## src/sv/mbt_mac.sv

```systemverilog
// Shared signed 32x32 multiply-accumulate unit.
module mbt_mac
(
    input  logic               clk,
    input  logic               en,
    input  logic               keep,
    input  logic signed [31:0] a,
    input  logic signed [31:0] b,
    output logic signed [63:0] acc
);

    logic signed [63:0] acc_reg;
    logic signed [63:0] acc_next;

    always_comb
    begin
        acc_next = (keep ? acc_reg : 64'sd0) + a * b;
    end

    always_ff @(posedge clk)
    begin
        if (en)
            acc_reg <= acc_next;
    end

    assign acc = acc_reg;

endmodule

```

## config.mk

```make
export PLATFORM = sky130hd
export DESIGN_NAME = mbt_mac
export DESIGN_NICKNAME = d
export VERILOG_FILES = /design/src/sv/mbt_mac.sv
export SDC_FILE = /design/constraint.sdc
export NUM_CORES = 2
export LEC_CHECK = 0
export BUFFER_PORTS_ARGS = -buffer_cell sky130_fd_sc_hd__clkbuf_2
export CAP_MARGIN = 30
export CORE_MARGIN = 4
export CORE_UTILIZATION = 50
export DETAILED_ROUTE_END_ITERATION = 8
export GPL_TIMING_DRIVEN = 1
export PLACE_DENSITY_LB_ADDON = 0.1
export SYNTH_ARGS = -nofsm -noshare
export SYNTH_HDL_FRONTEND = slang
export SYNTH_SLANG_ARGS = --single-unit
```

## constraint.sdc

```tcl
create_clock -name clk -period 15.1 [get_ports clk]
set_input_delay 4.53 -clock clk [delete_from_list [all_inputs] [get_ports clk]]
set_output_delay 4.53 -clock clk [all_outputs]
set_load 0.02 [all_outputs]
```

==> results.ini <==
[outcome]
outcome = finished, final reports clean

[detailed_routing]
avgRoutedWirePerCell_um = 21.9
detail-route-antenna-nets = 0
drtIter0Drc = 2147
vias_per_cell = 5.20
drc = 0
vias = 28900
wl_mm = 122
first_pass_iters = 7

[floorplanning]
row_count = 106
die-area_um2 = 89700
pin_count = 131
core_um2 = 84000
die_w_um = 300
start_util = 0.506
die_h_um = 300

[timing]
whs_ns = 0.745
rsz0062_at_grt = no
finalSetupTns_ns = 0
period_needed_ns = 13.13
clock.fmax_ghz = 0.0762
setup_viol = 0
slew_headroom = 0.278
period_share = 0.869
worstMarginPinSlew_ns = 1.08
hold_viol = 0
clock_skew_ns = 0.0187
slew_violations = 0
fin_ws_ns = 1.97

[logic_synthesis]
synthAdderAreaFrac = 0.634
synth_cell_type_count = 61
synthMuxAreaShare = 0
netlist_area_um2 = 42500
ys_ff_latch = 64
yosys-top-cells-area = fa_1 57%, inv_1 11%, and2_1 8.4%
synth-simple-area-share = 0.145
yosys.area.top_type_share = 0.570
yosysTopAreaCell = fa_1
netlist_instances = 4436
async_flop_share = 0
synth_ff_type = edfxtp_1
synth_xor_area_frac = 0.0163
synth.avg_cell_area_um2 = 9.58
syn_nets = 5931
yosys_warnings = 0
synth_edf_count = 64
synth_top_family_by_area = adder cells
ys_seq_area_frac = 0.0452
synth-compound-area-share = 0.0291

[setup_path]
path_delay_family = adder cells
arrival_ns = 13.25
path_depth = 29
crit_type = input port to register
cp.required_ns = 15.22
path_buf_inv = 8
crit_path_frequent_cell = fa_1
cpPeakStageDelay_ns = 0.66
cp_slowest_cell = o311ai_2
start_kind = input port
end_kind = register
rr_worst_depth = 27
cp_max_fo = 32

[cts]
cts_max_path_buffers = 2
cts_tree = done
clk_pin_slew_ns = 0.06
cts-root-buf = clkbuf_16
clock_sinks = 64
cts_setup_buffers = 0
cts_resized = 0
ctsHtreeMaxLevel = 3
ctsHoldBuffers = 0
cts_buffers = 9
clkLatencyLatePin_ns = 0.39

[worst_hold_path]
min_path_type = register to register
min_path_cells = 2

[global_routing]
grt_pass1_wl_mm = 194
grt.total_usage = 0.287
antenna_found_initial = 10
grt_overflow_total = 0
grt_max_degree = 57
grt_pass1_vias = 31400

[placement]
post-place-ws_ns = 1.69
place_congestion = 0.917
port_buffers = 130
dp_hpwl_mm = 99.6

[cells_and_area]
layout-drive-gt1-share = 0.0496
final_nets = 5906
largest_reg_flops = 64
area_delta_synth_final_pct = 4.71
layout_common_cells = 1248 x inv_1, 1210 x fa_1, 567 x and2_1, 524 x nand2_1, 218 x ha_1
layout.cells.most_common = inv_1

[flow_run]
maxCapViolations = 0

-- stage by stage --
step            util  cell area, µm²  cells
2_1_floorplan      -           42500   4436
3_3_place_gp   0.525           44000   5526
6_report       0.530           44500   5557
4_1_cts        0.529           44400   5545
3_5_place_dp   0.525           44100   5529
5_1_grt        0.530           44500   5551
-- worst min-delay path: stages, from the launching register on --
cell	delay, ns
edfxtp_1	0.38
and2_1	0.14
ha_1	0.12
-- metal layers --
layer,track usage,up-vias,part of all wire
met5,0,-,0.000057
met4,0.0390,2,0.014
met3,0.0673,107,0.087
met2,0.436,1004,0.45
met1,0.435,15300,0.45
li1,-,12400,-
-- area by class of cell --
class / instances / area [µm²]
inverter: 1250 / 4690
clock inverter: 6 / 36.3
fill: 7848 / 39500
clock buffer: 10 / 229
tap: 1134 / 1420
multi-input combinational: 2906 / 35000
antenna: 7 / 17.5
timing repair buffer: 180 / 1150
sequential: 64 / 1920
-- cell usage after synthesis, drive strengths merged (2+ instances only) --
cell	count
o311ai	2
ha	218
a31oi	6
xnor2	57
a21o	34
buf	10
o21bai	11
nor4	2
and3	4
a211oi	10
nand4	15
or3	7
nor3	8
nand2	524
a21oi	58
nor2b	4
o211ai	5
nor2	58
o21ai	33
o21a	5
and2	569
o221ai	2
o31ai	3
nand2b	12
xor2	22
fa	1210
inv	1249
edfxtp	64
nand3	13
clkbuf	206
o2111ai	3
-- final timing paths --
check / startpoint / end / slack [ns]
setup / recovery: b[1] / acc[60] / 1.97
hold / removal: acc[0] / acc[0] / 0.75
setup reg to reg: acc[19] / acc[60] / 6.71
hold reg to reg: acc[0] / acc[0] / 0.75
-- cells by family (layout without fill, tap and decap cells) --
logic type | after synthesis | in the layout
adder cells (fa/ha/maj) | 1428 | 1428
buffers and inverters | 1466 | 1446
other | 0 | 7
AO/OA/AOI/OAI | 181 | 181
XOR/XNOR | 79 | 79
flip-flops | 64 | 64
AND/OR/NAND/NOR | 1218 | 1218
Power is not shown: default switching activity piles up to over one toggle a cycle in this logic, so the estimate is an artifact.
